**src/hw/rtl/rls_pkg.sv**
```systemverilog
package rls_pkg;

   localparam int RAM_BYTES = 16;

   localparam int OP_WIDTH = 2;
   localparam int STATUS_WIDTH = 2;
   localparam int ADDRESS_WIDTH = 4;
   localparam int LOAD_ADDRESS_WIDTH = 5;
   localparam int BYTE_WIDTH = 8;
   localparam int STEP_WIDTH = 6;
   localparam int WAIT_WIDTH = 16;
   localparam int DELAY_WIDTH = 8;
   localparam int PROGRAM_WIDTH = 64;
   localparam int CSR_INDEX_WIDTH = 3;
   localparam int CSR_DATA_WIDTH = 64;
   localparam int REQ_DATA_WIDTH = 8;
   localparam int RSP_DATA_WIDTH = 24;

   localparam logic [OP_WIDTH-1:0] OP_TICK = 2'd0;
   localparam logic [OP_WIDTH-1:0] OP_START = 2'd1;
   localparam logic [OP_WIDTH-1:0] OP_ABORT = 2'd2;

   localparam logic [STATUS_WIDTH-1:0] STATUS_OK = 2'd0;
   localparam logic [STATUS_WIDTH-1:0] STATUS_CLOCK_NOT_MANUAL = 2'd1;
   localparam logic [STATUS_WIDTH-1:0] STATUS_RAM_NOT_RUN = 2'd2;

   localparam logic [CSR_INDEX_WIDTH-1:0] CSR_PROGRAM_LOW = 3'd0;
   localparam logic [CSR_INDEX_WIDTH-1:0] CSR_PROGRAM_HIGH = 3'd1;
   localparam logic [CSR_INDEX_WIDTH-1:0] CSR_START_DELAY = 3'd2;
   localparam logic [CSR_INDEX_WIDTH-1:0] CSR_STEP_DELAY = 3'd3;
   localparam logic [CSR_INDEX_WIDTH-1:0] CSR_RESET_DELAY = 3'd4;

   localparam logic [WAIT_WIDTH-1:0] START_DELAY_RESET = 16'd250;
   localparam logic [DELAY_WIDTH-1:0] STEP_DELAY_RESET = 8'd10;
   localparam logic [DELAY_WIDTH-1:0] RESET_DELAY_RESET = 8'd5;

   localparam logic [STEP_WIDTH-1:0] STEP_CONTROL_ON = 6'd0;
   localparam logic [STEP_WIDTH-1:0] STEP_DATA_ON = 6'd1;
   localparam logic [STEP_WIDTH-1:0] STEP_RESET_PRESS = STEP_WIDTH'(2 + 3 * RAM_BYTES);
   localparam logic [STEP_WIDTH-1:0] STEP_RESET_RELEASE = STEP_WIDTH'(3 + 3 * RAM_BYTES);
   localparam logic [STEP_WIDTH-1:0] STEP_DATA_OFF = STEP_WIDTH'(4 + 3 * RAM_BYTES);

   typedef enum logic [1:0] {
      PHASE_PRESENT,
      PHASE_WRITE_HIGH,
      PHASE_WRITE_LOW
   } rls_phase_type;

   typedef struct packed {
      logic [OP_WIDTH-1:0] operation;
      logic                clock_manual;
      logic                ram_run;
   } rls_item_type;

   typedef struct packed {
      logic                     control_enable;
      logic                     data_enable;
      logic [ADDRESS_WIDTH-1:0] ram_address;
      logic [BYTE_WIDTH-1:0]    ram_value;
      logic                     ram_write;
      logic                     reset_press;
   } rls_drive_type;

   typedef struct packed {
      rls_drive_type             drive;
      logic                      busy_res;
      logic [STATUS_WIDTH-1:0]   status;
      logic                      finished;
   } rls_result_type;

   typedef struct packed {
      logic [PROGRAM_WIDTH-1:0] program_bytes_low;
      logic [PROGRAM_WIDTH-1:0] program_bytes_high;
      logic [WAIT_WIDTH-1:0]    start_delay;
      logic [DELAY_WIDTH-1:0]   step_delay;
      logic [DELAY_WIDTH-1:0]   reset_delay;
   } rls_cfg_type;

endpackage

```
**src/hw/rtl/rls_csr.sv**
```systemverilog
module rls_csr (
   input  logic                                 clock,
   input  logic                                 reset,
   input  logic                                 csr_we,
   input  logic [rls_pkg::CSR_INDEX_WIDTH-1:0]  csr_index,
   input  logic [rls_pkg::CSR_DATA_WIDTH-1:0]   csr_wdata,
   output rls_pkg::rls_cfg_type                 cfg
);
   import rls_pkg::*;

   rls_cfg_type cfg_ff;
   rls_cfg_type cfg_in;

   always_comb begin
      cfg_in = cfg_ff;
      if (csr_we) begin
         unique case (csr_index)
            CSR_PROGRAM_LOW:  cfg_in.program_bytes_low = csr_wdata;
            CSR_PROGRAM_HIGH: cfg_in.program_bytes_high = csr_wdata;
            CSR_START_DELAY:  cfg_in.start_delay = csr_wdata[WAIT_WIDTH-1:0];
            CSR_STEP_DELAY:   cfg_in.step_delay = csr_wdata[DELAY_WIDTH-1:0];
            CSR_RESET_DELAY:  cfg_in.reset_delay = csr_wdata[DELAY_WIDTH-1:0];
            default: ;
         endcase
      end
   end

   always_ff @(posedge clock) begin
      if (reset) begin
         cfg_ff.program_bytes_low <= '0;
         cfg_ff.program_bytes_high <= '0;
         cfg_ff.start_delay <= START_DELAY_RESET;
         cfg_ff.step_delay <= STEP_DELAY_RESET;
         cfg_ff.reset_delay <= RESET_DELAY_RESET;
      end else begin
         cfg_ff <= cfg_in;
      end
   end

   assign cfg = cfg_ff;

endmodule

```
**src/hw/rtl/rls_input_stage.sv**
```systemverilog
module rls_input_stage (
   input  logic                  clock,
   input  logic                  reset,
   input  logic                  accept,
   input  logic                  take,
   input  rls_pkg::rls_item_type req_item,
   output logic                  item_valid,
   output rls_pkg::rls_item_type item
);
   import rls_pkg::*;

   logic         valid_ff;
   logic         valid_in;
   rls_item_type item_ff;

   assign valid_in = accept | (valid_ff & ~take);

   always_ff @(posedge clock) begin
      if (reset) begin
         valid_ff <= 1'b0;
      end else begin
         valid_ff <= valid_in;
      end
   end

   always_ff @(posedge clock) begin
      if (accept) begin
         item_ff <= req_item;
      end
   end

   assign item_valid = valid_ff;
   assign item = item_ff;

endmodule

```
**src/hw/rtl/rls_core.sv**
```systemverilog
module rls_core (
   input  logic                    clock,
   input  logic                    reset,
   input  logic                    fire,
   input  rls_pkg::rls_item_type   item,
   input  rls_pkg::rls_cfg_type    cfg,
   output rls_pkg::rls_result_type result
);
   import rls_pkg::*;

   logic                          active_ff, active_in;
   logic [STEP_WIDTH-1:0]         step_ff, step_in;
   rls_phase_type                 phase_ff, phase_in;
   logic [LOAD_ADDRESS_WIDTH-1:0] load_address_ff, load_address_in;
   logic [WAIT_WIDTH-1:0]         wait_ff, wait_in;
   rls_drive_type                 drive_ff, drive_in;
   logic [WAIT_WIDTH-1:0]         wait_dec;
   logic [WAIT_WIDTH-1:0]         step_wait;
   logic [WAIT_WIDTH-1:0]         reset_wait;
   logic [2*PROGRAM_WIDTH-1:0]    program_bytes;
   logic [BYTE_WIDTH-1:0]         program_byte;
   logic [STATUS_WIDTH-1:0]       status;
   logic                          finished;

   assign program_bytes = {cfg.program_bytes_high, cfg.program_bytes_low};
   assign program_byte = program_bytes[load_address_ff[ADDRESS_WIDTH-1:0] * BYTE_WIDTH +: BYTE_WIDTH];
   assign step_wait = WAIT_WIDTH'(cfg.step_delay);
   assign reset_wait = WAIT_WIDTH'(cfg.reset_delay);
   assign wait_dec = (wait_ff != '0) ? wait_ff - WAIT_WIDTH'(1) : wait_ff;

   always_comb begin
      active_in = active_ff;
      step_in = step_ff;
      phase_in = phase_ff;
      load_address_in = load_address_ff;
      wait_in = wait_ff;
      drive_in = drive_ff;
      status = STATUS_OK;
      finished = 1'b0;
      unique case (item.operation)
         OP_TICK: begin
            if (active_ff) begin
               wait_in = wait_dec;
               if (wait_dec == '0) begin
                  step_in = step_ff + STEP_WIDTH'(1);
                  wait_in = step_wait;
                  if (step_ff == STEP_CONTROL_ON) begin
                     drive_in.control_enable = 1'b1;
                  end else if (step_ff == STEP_DATA_ON) begin
                     drive_in.data_enable = 1'b1;
                  end else if (step_ff < STEP_RESET_PRESS) begin
                     case (phase_ff)
                        PHASE_PRESENT: begin
                           drive_in.ram_address = load_address_ff[ADDRESS_WIDTH-1:0];
                           drive_in.ram_value = program_byte;
                           phase_in = PHASE_WRITE_HIGH;
                        end
                        PHASE_WRITE_HIGH: begin
                           drive_in.ram_write = 1'b1;
                           phase_in = PHASE_WRITE_LOW;
                        end
                        default: begin
                           drive_in.ram_write = 1'b0;
                           load_address_in = load_address_ff + LOAD_ADDRESS_WIDTH'(1);
                           phase_in = PHASE_PRESENT;
                        end
                     endcase
                  end else if (step_ff == STEP_RESET_PRESS) begin
                     drive_in.reset_press = 1'b1;
                     wait_in = reset_wait;
                  end else if (step_ff == STEP_RESET_RELEASE) begin
                     drive_in.reset_press = 1'b0;
                     wait_in = reset_wait;
                  end else if (step_ff == STEP_DATA_OFF) begin
                     drive_in.data_enable = 1'b0;
                  end else begin
                     drive_in.control_enable = 1'b0;
                     active_in = 1'b0;
                     step_in = '0;
                     wait_in = wait_dec;
                     finished = 1'b1;
                  end
               end
            end
         end
         OP_START: begin
            if (!active_ff) begin
               if (!item.clock_manual) begin
                  status = STATUS_CLOCK_NOT_MANUAL;
               end else if (!item.ram_run) begin
                  status = STATUS_RAM_NOT_RUN;
               end else begin
                  step_in = '0;
                  phase_in = PHASE_PRESENT;
                  load_address_in = '0;
                  drive_in.ram_write = 1'b0;
                  drive_in.reset_press = 1'b0;
                  drive_in.ram_address = '0;
                  drive_in.ram_value = '0;
                  wait_in = cfg.start_delay;
                  active_in = 1'b1;
               end
            end
         end
         OP_ABORT: begin
            if (active_ff) begin
               drive_in.control_enable = 1'b0;
               drive_in.data_enable = 1'b0;
               active_in = 1'b0;
            end
         end
         default: ;
      endcase
   end

   always_ff @(posedge clock) begin
      if (reset) begin
         active_ff <= 1'b0;
         step_ff <= '0;
         phase_ff <= PHASE_PRESENT;
         load_address_ff <= '0;
         wait_ff <= '0;
         drive_ff <= '0;
      end else if (fire) begin
         active_ff <= active_in;
         step_ff <= step_in;
         phase_ff <= phase_in;
         load_address_ff <= load_address_in;
         wait_ff <= wait_in;
         drive_ff <= drive_in;
      end
   end

   assign result.drive = drive_in;
   assign result.busy_res = active_in;
   assign result.status = status;
   assign result.finished = finished;

endmodule

```
**src/hw/rtl/rls_output_stage.sv**
```systemverilog
module rls_output_stage (
   input  logic                    clock,
   input  logic                    reset,
   input  logic                    fire,
   input  logic                    rsp_tready,
   input  rls_pkg::rls_result_type result,
   output logic                    result_valid,
   output rls_pkg::rls_result_type result_held
);
   import rls_pkg::*;

   logic           valid_ff;
   logic           valid_in;
   rls_result_type result_ff;

   assign valid_in = fire | (valid_ff & ~rsp_tready);

   always_ff @(posedge clock) begin
      if (reset) begin
         valid_ff <= 1'b0;
      end else begin
         valid_ff <= valid_in;
      end
   end

   always_ff @(posedge clock) begin
      if (fire) begin
         result_ff <= result;
      end
   end

   assign result_valid = valid_ff;
   assign result_held = result_ff;

endmodule

```
**src/hw/rtl/ram_loader_sequencer.sv**
```systemverilog
// Loads a 16-byte program into a target RAM by a timed sequence of drive levels. Each input
// item is a one-millisecond tick, a start request or an abort, and each gives exactly one
// result item with the drive levels after it, the busy flag, a start status and the finished
// flag (carried on rsp_tlast). Items are taken one per clock cycle while the result side
// keeps up: an input register feeds the step logic, whose result lands in an output register.
// The block does not hold back configuration writes, so write the registers only while no
// item is in flight.
module ram_loader_sequencer (
   input  logic                                 clock,
   input  logic                                 reset,
   input  logic                                 req_tvalid,
   output logic                                 req_tready,
   // Fields from bit 0: clock_manual, ram_run, zero fill.
   input  logic [rls_pkg::REQ_DATA_WIDTH-1:0]   req_tdata,
   // Fields from bit 0: operation.
   input  logic [rls_pkg::OP_WIDTH-1:0]         req_tuser,
   output logic                                 rsp_tvalid,
   input  logic                                 rsp_tready,
   // Fields from bit 0: control_enable, data_enable, ram_address, ram_value, ram_write,
   // reset_press, busy_res, status, zero fill.
   output logic [rls_pkg::RSP_DATA_WIDTH-1:0]   rsp_tdata,
   output logic                                 rsp_tlast,
   input  logic                                 csr_we,
   input  logic [rls_pkg::CSR_INDEX_WIDTH-1:0]  csr_index,
   input  logic [rls_pkg::CSR_DATA_WIDTH-1:0]   csr_wdata
);
   import rls_pkg::*;

   rls_cfg_type    cfg;
   rls_item_type   req_item;
   rls_item_type   item;
   rls_result_type result;
   rls_result_type result_held;
   logic           item_valid;
   logic           accept;
   logic           fire;

   assign req_item.operation = req_tuser;
   assign req_item.clock_manual = req_tdata[0];
   assign req_item.ram_run = req_tdata[1];

   assign fire = item_valid & (~rsp_tvalid | rsp_tready);
   assign req_tready = ~item_valid | fire;
   assign accept = req_tvalid & req_tready;

   rls_csr u_csr (
      .clock     (clock),
      .reset     (reset),
      .csr_we    (csr_we),
      .csr_index (csr_index),
      .csr_wdata (csr_wdata),
      .cfg       (cfg)
   );

   rls_input_stage u_input_stage (
      .clock      (clock),
      .reset      (reset),
      .accept     (accept),
      .take       (fire),
      .req_item   (req_item),
      .item_valid (item_valid),
      .item       (item)
   );

   rls_core u_core (
      .clock  (clock),
      .reset  (reset),
      .fire   (fire),
      .item   (item),
      .cfg    (cfg),
      .result (result)
   );

   rls_output_stage u_output_stage (
      .clock        (clock),
      .reset        (reset),
      .fire         (fire),
      .rsp_tready   (rsp_tready),
      .result       (result),
      .result_valid (rsp_tvalid),
      .result_held  (result_held)
   );

   assign rsp_tdata = {5'd0,
                       result_held.status,
                       result_held.busy_res,
                       result_held.drive.reset_press,
                       result_held.drive.ram_write,
                       result_held.drive.ram_value,
                       result_held.drive.ram_address,
                       result_held.drive.data_enable,
                       result_held.drive.control_enable};
   assign rsp_tlast = result_held.finished;

   a_finished_idle: assert property (@(posedge clock) disable iff (reset)
      rsp_tvalid && result_held.finished |->
         !result_held.busy_res && !result_held.drive.control_enable)
      else $error("finished result still shows a busy sequence");

   a_idle_released: assert property (@(posedge clock) disable iff (reset)
      rsp_tvalid && !result_held.busy_res |->
         !result_held.drive.control_enable && !result_held.drive.data_enable)
      else $error("drive enabled while no sequence is running");

   a_refused_idle: assert property (@(posedge clock) disable iff (reset)
      rsp_tvalid && result_held.status != STATUS_OK |->
         !result_held.busy_res && !result_held.finished)
      else $error("refused start reported with a running sequence");

   a_no_overwrite: assert property (@(posedge clock) disable iff (reset)
      rsp_tvalid && !rsp_tready |-> !fire)
      else $error("result register loaded while a result is still waiting");

endmodule
```
**config.mk**
```make
export PLATFORM = sky130hd
export DESIGN_NAME = ram_loader_sequencer
export DESIGN_NICKNAME = d
export VERILOG_FILES = /design/src/hw/rtl/rls_pkg.sv /design/src/hw/rtl/rls_csr.sv /design/src/hw/rtl/rls_input_stage.sv /design/src/hw/rtl/rls_core.sv /design/src/hw/rtl/rls_output_stage.sv /design/src/hw/rtl/ram_loader_sequencer.sv
export SDC_FILE = /design/constraint.sdc
export NUM_CORES = 1
export LEC_CHECK = 0
export ABC_AREA = 1
export BUFFER_PORTS_ARGS = -buffer_cell sky130_fd_sc_hd__buf_4
export CAP_MARGIN = 20
export CORE_ASPECT_RATIO = 1.2
export CORE_UTILIZATION = 41
export DETAILED_ROUTE_END_ITERATION = 16
export HOLD_SLACK_MARGIN = 0.15
export MAX_ROUTING_LAYER = met4
export PLACE_DENSITY_LB_ADDON = 0.2
export SLEW_MARGIN = 10
export SYNTH_ARGS = -nofsm -noshare
export SYNTH_HDL_FRONTEND = slang
export SYNTH_HIERARCHICAL = 1
export SYNTH_SLANG_ARGS = --single-unit
```
**constraint.sdc**
```tcl
create_clock -name clock -period 7.6 [get_ports clock]
set_input_delay 1.52 -clock clock [delete_from_list [all_inputs] [get_ports clock]]
set_output_delay 1.52 -clock clock [all_outputs]
set_load 0.1 [all_outputs]
```
==> impl_metrics.env, run 1 <==
export IMPL_path_clk_slew_ns=0.06
export IMPL_num_antenna_cells=0
export IMPL_netlist_area_sq_mm=0.0122
export IMPL_final_antenna_net_count=0
export IMPL_num_rows=68
export IMPL_core_sq_mm=0.0289
export IMPL_port_buffers=97
export IMPL_maxCapViolations=0
export IMPL_drc=0
export IMPL_fmax_mhz=277
export IMPL_finalPower_mw=3.20
export IMPL_grt_overflow_total=0
export IMPL_wl_per_cell_microns=15.1
export IMPL_dr_first_iter_drc_count=690
export IMPL_via_per_inst=5.11
export IMPL_synth_xor_area_share_pct=0.504
export IMPL_cts_setup_buffers=0
export IMPL_swShare_pct=30.4
export IMPL_die_y_microns=191
export IMPL_worst_pin_slew_ns=1.02
export IMPL_ir_drop_mv=0.133
export IMPL_synthArstFlopShare_pct=0
export IMPL_hp_class="reg2reg"
export IMPL_period_minus_slack_ns=3.61
export IMPL_synthMuxAreaShare_pct=0
export IMPL_drive_above_1_share_pct=13.0
export IMPL_crit_fanout=2
export IMPL_cts_root_buffer="clkbuf_16"
export IMPL_die_w_microns=159
export IMPL_power_frac_clock_pct=39.9
export IMPL_synth_edf_count=24
export IMPL_cts_max_level=1
export IMPL_cts_tree="done"
export IMPL_cts_sinks=231
export IMPL_internal_power_mw=2.22
export IMPL_dieArea_sq_mm=0.0304
export IMPL_cp_cell_sequence="buf_4 > inv_1 > nand3_1 > buf_4"
export IMPL_setup_viol=0
export IMPL_syn_area_per_cell_sq_um=6.64
export IMPL_worstPathRequired_ns=6.08
export IMPL_synth_main_ff_cell="dfxtp_1"
export IMPL_cp_data_arrival_time_ns=2.09
export IMPL_synth_top_area_cell="dfxtp_1"
export IMPL_p_sw_mw=0.972
export IMPL_hold_viol=0
export IMPL_ys_types=43
export IMPL_critPathLaunchType="input pin"
export IMPL_synth_adder_area_share_pct=0.617
export IMPL_slowest_delay_ns=0.25
export IMPL_clock_latency_ns=0.55
export IMPL_yosysMostFrequentCell="nor2_1"
export IMPL_hpwlAfterDp_mm=22.7
export IMPL_critPathBufInv=3
export IMPL_start_util_pct=42.0
export IMPL_synthTopCellsByCount="nor2_1, nand2_1, nand3_1"
export IMPL_yosys_area_share_simple_pct=39.7
export IMPL_outcome="finished clean"
export IMPL_critPathCaptureType="primary output"
export IMPL_grt_pass1_wl_mm=56.0
export IMPL_area_growth_pct=14.1
export IMPL_critPathTopFamily="buffers and inverters"
export IMPL_grt_max_degree=98
export IMPL_place_area_sq_mm=0.0130
export IMPL_powerDensity_mw_per_mm2=230
export IMPL_grt_antenna_before_repair=0
export IMPL_rsz0062_at_grt="no"
export IMPL_grt_usage_pct=23.5
export IMPL_synth_top_area_share_pct=34.1
export IMPL_ys_ff_latch=231
export IMPL_synthCells=1831
export IMPL_final_area_sq_mm=0.0139
export IMPL_synthTopCellsByArea="dfxtp_1, nor2_1, nand2_1, nand3_1, edfxtp_1"
export IMPL_yosys_warnings=6
export IMPL_slew_headroom_pct=32.2
export IMPL_period_share_pct=47.5
export IMPL_p_leak_nw=6.20
export IMPL_vias=11600
export IMPL_tns_ns=0
export IMPL_pwr_share_comb_pct=18.9
export IMPL_clk_path_buf_depth=3
export IMPL_grt_pass1_vias=11000
export IMPL_io_pins=109
export IMPL_routed_wl_mm=34.2
export IMPL_nNetsFinal=1949
export IMPL_p_seq_share_pct=41.2
export IMPL_slowest_stage="buf_4"
export IMPL_synth_compound_area_share_pct=9.78
export IMPL_ys_seq_area_share_pct=40.0
export IMPL_drv_slew=0
export IMPL_critPathKind="in2out"
export IMPL_worst_slack_ns=3.99
export IMPL_fin_worst_skew_ns=0.0277
export IMPL_pre_cts_ws_ns=3.87
export IMPL_finalCoreUtilization_pct=48.0
export IMPL_cpMostUsedCell="buf_4"
export IMPL_numCtsBuffers=27
export IMPL_first_pass_iters=6
export IMPL_globalplace_congestion=0.899
export IMPL_ctsHoldBuffers=0
export IMPL_cts_resized=0
export IMPL_synth_top_family_by_area="simple AND/OR/NAND/NOR gates"
==> cell usage in the layout (no fill, tap or decap), types with 6 or more instances in the layout <==
| cell | count |
|---|---|
| nor2_1 | 401 |
| nand2_1 | 384 |
| nand3_1 | 235 |
| dfxtp_1 | 206 |
| inv_1 | 149 |
| buf_4 | 110 |
| o21ai_0 | 85 |
| a21oi_1 | 40 |
| clkbuf_16 | 28 |
| nand2_2 | 28 |
| o22ai_1 | 28 |
| edfxtp_1 | 24 |
| nand4_1 | 18 |
| nor2_2 | 12 |
| a21oi_2 | 12 |
| a221oi_1 | 9 |
| nor2_4 | 8 |
| inv_2 | 8 |
| a32o_1 | 8 |
| o211ai_1 | 8 |
| clkinv_2 | 7 |
| nand2_4 | 6 |
| ha_1 | 6 |
==> final cells by class <==
cell class | count | area [sq um]
tap | 385 | 482
fill | 3097 | 15000
sequential | 231 | 4870
clock buffer | 33 | 739
clock inverter | 15 | 134
timing repair buffer | 111 | 853
multi-input combinational | 1329 | 6200
inverter | 161 | 607
==> final timing paths <==
kind / startpoint / slack [ns] / end / cells past startpoint
max: rsp_tready / 3.99 / req_tready / 4
min: u_csr/cfg[11] / 0.47 / u_csr/cfg[11] / 2
max reg2reg: u_core/load_address_ff[0] / 4.42 / u_core/drive_ff[9] / 12
min reg2reg: u_csr/cfg[11] / 0.47 / u_csr/cfg[11] / 2
==> metal layers <==
metal | global-route usage, % | wire (microns) | up-vias
met4 | 7.73 | 963 | 0
met2 | 42.7 | 17400 | 227
met5 | - | 0 | -
met3 | 2.09 | 1330 | 54
li1 | - | - | 5918
met1 | 27.2 | 14500 | 5374
==> metrics by stage <==
stage | hold WS (ns) | instances
after floorplan | 0.430 | 1835
after global placement | 0.444 | 2216
after detailed placement | 0.452 | 2216
after CTS | 0.470 | 2264
after global routing | 0.487 | 2265
final | 0.470 | 2265
==> sequential cells by signal (all words and copies together) (netlist names) <==
signal,count
u_csr/cfg,160
u_output_stage/result_held,20
u_core/drive_ff,16
u_core/wait_ff,16
u_core/step_ff,6
u_core/load_address_ff,4
u_input_stage/item,4
u_core/phase_ff,2
u_core/active_ff,1
u_input_stage/item_valid,1
u_output_stage/result_valid,1
==> cells by family (layout without fill, tap and decap cells) <==
group / Yosys count / count (layout)
other: 1 / 5
adder cells (fa/ha/maj): 6 / 6
AND/OR/NAND/NOR: 1111 / 1111
XOR/XNOR: 7 / 7
AO/OA/AOI/OAI: 200 / 200
flip-flops: 231 / 231
buffers and inverters: 275 / 320
==> power groups by stage <==
stage	combinational (mW)	clock [mW]	sequential, mW
after detailed placement	0.603	0	1.34
after global placement	0.598	0	1.34
after CTS	0.604	1.30	1.32
after floorplan	0.416	0	1.39
final	0.603	1.28	1.32
after global routing	0.675	1.36	1.32
==> tightest hold or removal path: stages, from the launching register on <==
cell and delay [ns]:
dfxtp_1 0.33, nand2_1 0.05, nand3_1 0.06
Power figures use the tool's default switching activity.
==> run 2: changes to the inputs <==
==> constraint.sdc (replaced) <==
create_clock -name clock -period 3.1 [get_ports clock]
set_input_delay 0.62 -clock clock [delete_from_list [all_inputs] [get_ports clock]]
set_output_delay 0.62 -clock clock [all_outputs]
set_load 0.1 [all_outputs]
==> run 2 against run 1 <==
  * Worst setup slack worse by 3.7 ns
  * Sequential share of layout area down 0.63 points
  * Final cell count up 0.84%
  * Register-to-register slack worse by 4.1 ns
  * Combinational power rose to 2.5 times the previous value
  * Power rose to 2.5 times the previous value
  * Largest power group is now clock
==> impl_metrics.env, run 2 (synthesis results as in run 1) <==
export IMPL_finalCoreUtilization_pct=48.9
export IMPL_worst_pin_slew_ns=0.748
export IMPL_grt_max_degree=65
export IMPL_cp_cell_sequence="inv_1 > ha_1 > nand2_4 > nor2_4 > nand2_2 > nand2_1 > inv_1 > nor2_2 > nand3_2 > nor2_8 > nand3_4 > nand2_1 > nand3_2 > nand3_1 > nand2_1 > inv_1"
export IMPL_dr_first_iter_drc_count=674
export IMPL_io_pins=109
export IMPL_crit_fanout=16
export IMPL_grt_overflow_total=0
export IMPL_outcome="finished clean"
export IMPL_globalplace_congestion=0.872
export IMPL_nNetsFinal=1967
export IMPL_clock_latency_ns=0.53
export IMPL_p_leak_nw=6.34
export IMPL_num_antenna_cells=0
export IMPL_vias=11700
export IMPL_ctsHoldBuffers=0
export IMPL_mostFrequentLayoutCells="nor2_1, nand2_1, nand3_1"
export IMPL_powerDensity_mw_per_mm2=569
export IMPL_num_rows=68
export IMPL_via_per_inst=5.14
export IMPL_start_util_pct=42.0
export IMPL_drv_slew=0
export IMPL_slew_headroom_pct=50.2
export IMPL_wl_per_cell_microns=15.4
export IMPL_finalPower_mw=8.04
export IMPL_core_sq_mm=0.0289
export IMPL_worstPathRequired_ns=3.58
export IMPL_die_y_microns=191
export IMPL_setup_viol=0
export IMPL_cts_root_buffer="clkbuf_16"
export IMPL_rsz0062_at_grt="no"
export IMPL_die_w_microns=159
export IMPL_slowest_delay_ns=0.32
export IMPL_dieArea_sq_mm=0.0304
export IMPL_pre_cts_ws_ns=0.305
export IMPL_period_minus_slack_ns=2.80
export IMPL_cts_max_level=1
export IMPL_numCtsBuffers=27
export IMPL_slowest_stage="dfxtp_1"
export IMPL_grt_antenna_before_repair=0
export IMPL_fmax_mhz=357
export IMPL_path_clk_slew_ns=0.06
export IMPL_port_buffers=97
export IMPL_final_antenna_net_count=0
export IMPL_largest_register_ffs=160
export IMPL_grt_pass1_wl_mm=57.5
export IMPL_ir_drop_mv=0.474
export IMPL_area_growth_pct=16.2
export IMPL_maxCapViolations=0
export IMPL_hold_viol=0
export IMPL_cts_tree="done"
export IMPL_hpwlAfterDp_mm=24.4
export IMPL_first_pass_iters=6
export IMPL_drc=0
export IMPL_place_area_sq_mm=0.0132
export IMPL_critPathCaptureType="register"
export IMPL_cts_sinks=231
export IMPL_fin_worst_skew_ns=0.00858
export IMPL_final_area_sq_mm=0.0141
export IMPL_worst_slack_ns=0.299
export IMPL_grt_pass1_vias=10900
export IMPL_clk_path_buf_depth=3
export IMPL_critPathLaunchType="register"
export IMPL_hp_class="in2reg"
export IMPL_period_share_pct=90.4
export IMPL_routed_wl_mm=35.1
export IMPL_final_common_cell="nor2_1"
export IMPL_cts_resized=0
export IMPL_cts_setup_buffers=0
export IMPL_grt_usage_pct=24.1
export IMPL_cp_data_arrival_time_ns=3.28
export IMPL_critPathKind="reg2reg"
export IMPL_tns_ns=0
export IMPL_drive_above_1_share_pct=14.0
-- run 2: power by group --
part	switching (mW)	internal, mW
Sequential	0.0775	3.15
Combinational	1.04	0.475
Clock	1.27	2.03
-- run 2: metal layers --
| metal | track usage [%] | up-vias | routed length [microns] |
|---|---|---|---|
| li1 | - | 5951 | - |
| met1 | 28.5 | 5425 | 14700 |
| met2 | 42.1 | 296 | 17400 |
| met3 | 2.98 | 69 | 1650 |
| met4 | 8.62 | 0 | 1300 |
| met5 | - | - | 0 |
-- run 2: worst max-delay path, delay by kind of cell (launching register included) --
family	cells	cell delay [ns]
buf+inv	3	0.20
flops	1	0.32
fa+ha+maj	1	0.29
simple gates	12	1.93
-- run 2: cell type report --
type / instances / area, sq um
clock inverters: 8 / 97.6
fillers: 3009 / 14800
repair buffers: 129 / 1040
inverters: 161 / 607
clock buffers: 41 / 840
multi-input cells: 1329 / 6200
well taps: 385 / 482
flip-flops and latches: 231 / 4870
-- run 2: path summary, 6_finish.rpt --
path | start | end | slack [ns] | depth (start not counted)
max reg2reg | u_core/wait_ff[0] | u_core/drive_ff[13] | 0.30 | 16
min | req_tdata[1] | u_input_stage/item[0] | 0.27 | 1
max | u_core/wait_ff[0] | u_core/drive_ff[13] | 0.30 | 16
min reg2reg | u_core/step_ff[5] | u_core/step_ff[5] | 0.47 | 2
-- run 2: through the flow --
stage / hold slack [ns] / instances
after floorplan: 0.430 / 1835
after global placement: 0.439 / 2235
after detailed placement: 0.451 / 2235
after CTS: 0.254 / 2284
after global routing: 0.253 / 2284
final: 0.270 / 2284
==> run 3: changes to the inputs <==
--- a/config.mk
+++ b/config.mk
@@ -8,7 +8,7 @@
 export ABC_AREA = 1
 export BUFFER_PORTS_ARGS = -buffer_cell sky130_fd_sc_hd__buf_4
 export CAP_MARGIN = 20
-export CORE_ASPECT_RATIO = 1.2
+export CORE_ASPECT_RATIO = 1.75
 export CORE_UTILIZATION = 41
 export DETAILED_ROUTE_END_ITERATION = 16
 export HOLD_SLACK_MARGIN = 0.15
==> run 3 against run 2 <==
  * Power is 5.6% lower
  * Register-to-register slack better by 0.08 ns
  * Non-clock buffer count is 3 lower
  * Combinational power hardly changed
  * Worst setup slack better by 0.082 ns
  * Critical path depth is 1 higher
  * Clock-buffer cell count is 8 lower
  * Global-route usage is 0.94 points higher
  * Sequential cell count stayed put
  * Hold slack worse by 0.017 ns
==> impl_metrics.env, run 3 (synthesis results as in run 1) <==
export IMPL_outcome="finished clean"
export IMPL_num_antenna_cells=0
export IMPL_cts_root_buffer="clkbuf_16"
export IMPL_clock_latency_ns=0.54
export IMPL_cts_sinks=231
export IMPL_cts_setup_buffers=0
export IMPL_num_rows=83
export IMPL_wl_per_cell_microns=16.0
export IMPL_num_fill_cells=3105
export IMPL_first_pass_iters=5
export IMPL_setup_viol=0
export IMPL_io_pins=109
export IMPL_die_w_microns=132
export IMPL_final_antenna_net_count=0
export IMPL_port_buffers=97
export IMPL_pre_cts_ws_ns=0.373
export IMPL_ir_drop_mv=0.385
export IMPL_period_minus_slack_ns=2.72
export IMPL_maxCapViolations=0
export IMPL_numCtsBuffers=24
export IMPL_rr_endpoint="u_core/drive_ff[9]"
export IMPL_drv_slew=0
export IMPL_grt_pass1_vias=11300
export IMPL_largest_register_ffs=160
export IMPL_slowest_delay_ns=0.32
export IMPL_cts_max_level=1
export IMPL_critPathBufInv=3
export IMPL_powerDensity_mw_per_mm2=544
export IMPL_grt_pass1_wl_mm=58.6
export IMPL_cts_tree="done"
export IMPL_r2r_slack_ns=0.38
export IMPL_globalplace_congestion=0.902
export IMPL_holdPathStages=1
export IMPL_critPathTopFamily="simple AND/OR/NAND/NOR gates"
export IMPL_worst_slack_ns=0.381
export IMPL_slowest_stage="dfxtp_1"
export IMPL_critPathLaunchType="register"
export IMPL_cts_resized=0
export IMPL_min_to="u_input_stage/item[3]"
export IMPL_core_sq_mm=0.0293
export IMPL_period_share_pct=87.7
export IMPL_grt_usage_pct=25.1
export IMPL_fmax_mhz=368
export IMPL_hold_viol=0
export IMPL_worstPathRequired_ns=3.59
export IMPL_hold_ws_ns=0.253
export IMPL_grt_overflow_total=0
export IMPL_start_util_pct=41.5
export IMPL_clk_path_buf_depth=3
export IMPL_critPathKind="reg2reg"
export IMPL_nNetsFinal=1961
export IMPL_die_y_microns=230
export IMPL_slew_headroom_pct=45.5
export IMPL_dieArea_sq_mm=0.0304
export IMPL_hp_class="in2reg"
export IMPL_timing_rr_start="u_core/wait_ff[0]"
export IMPL_tns_ns=0
export IMPL_fin_worst_skew_ns=0.0161
export IMPL_drive_above_1_share_pct=13.4
export IMPL_final_common_cell="nor2_1"
export IMPL_hpwlAfterDp_mm=25.4
export IMPL_ff2ff_path_depth=17
export IMPL_min_from="req_tuser[1]"
export IMPL_via_per_inst=5.16
export IMPL_path_clk_slew_ns=0.06
export IMPL_area_growth_pct=14.7
export IMPL_cp_cell_sequence="inv_1 > ha_1 > nand2_4 > nor2_4 > nand2_2 > buf_4 > nand2_1 > nand2_2 > nor2_2 > nand2_2 > nor2_8 > nand3_4 > nand2_1 > nand3_2 > nand3_1 > nand2_1 > inv_1"
export IMPL_ctsHoldBuffers=0
export IMPL_dr_first_iter_drc_count=792
export IMPL_vias=11700
export IMPL_worst_pin_slew_ns=0.817
export IMPL_rsz0062_at_grt="no"
export IMPL_routed_wl_mm=36.3
export IMPL_finalPower_mw=7.59
export IMPL_grt_max_degree=101
export IMPL_drc=0
export IMPL_critPathCaptureType="register"
export IMPL_mostFrequentLayoutCells="nor2_1, nand2_1, nand3_1"
export IMPL_grt_antenna_before_repair=0
export IMPL_p_leak_nw=6.24
export IMPL_cp_data_arrival_time_ns=3.21
export IMPL_crit_fanout=16
[run 3: worst max-delay path by stage]
stage / start / endpoint / slack, ns / depth (start not counted)
global route: u_core/wait_ff[0] / u_core/drive_ff[13] / 0.15 / 17
global placement: u_core/wait_ff[0] / u_core/drive_ff[13] / 0.41 / 17
floorplan: u_output_stage/result_valid / u_core/load_address_ff[1] / 0.14 / 8
detailed placement: u_core/wait_ff[0] / u_core/drive_ff[9] / 0.37 / 17
CTS: u_core/wait_ff[0] / u_core/drive_ff[9] / 0.37 / 17
finish: u_core/wait_ff[0] / u_core/drive_ff[9] / 0.38 / 17
[run 3: stage by stage]
stage	util [%]	area (sq um)	cells
2_1_floorplan	-	12200	1835
3_3_place_gp	45.0	13200	2229
3_5_place_dp	45.0	13200	2229
4_1_cts	47.6	13900	2271
5_1_grt	47.6	13900	2271
6_report	47.6	13900	2271
[run 3: power by group]
group          total, mW  internal [mW]  switching (mW)
registers           3.23           3.15          0.0773
clock network       2.82           1.61            1.22
logic               1.54          0.478            1.06
total               7.59           5.23            2.36
[run 3: layer usage]
metal  track usage [%]  part of all wire (%)  vias to the layer above
met5                 -                     0                        -
met4              12.8                   4.7                        0
met3              2.31                   4.3                       86
met2              47.3                    54                      334
met1              25.5                    37                     5364
li1                  -                     -                     5933
[run 3: cell type report]
type | instances | area [sq um] | share of cell area, %
Inverter | 161 | 607 | 4.35
Clock inverter | 9 | 86.3 | 0.619
Sequential cell | 231 | 4870 | 34.9
Clock buffer | 33 | 674 | 4.84
Tap cell | 382 | 478 | 3.43
Timing Repair Buffer | 126 | 1030 | 7.41
Multi-Input combinational cell | 1329 | 6200 | 44.5
[run 3: worst reg2reg max path, stage by stage, from the launching register on]
cell and delay (ns):
dfxtp_1 0.32, inv_1 0.10, ha_1 0.28, nand2_4 0.13, nor2_4 0.12, nand2_2 0.16, buf_4 0.23, nand2_1 0.11
nand2_2 0.08, nor2_2 0.09, nand2_2 0.10, nor2_8 0.28, nand3_4 0.29, nand2_1 0.17, nand3_2 0.08, nand3_1 0.07
nand2_1 0.06, inv_1 0.04
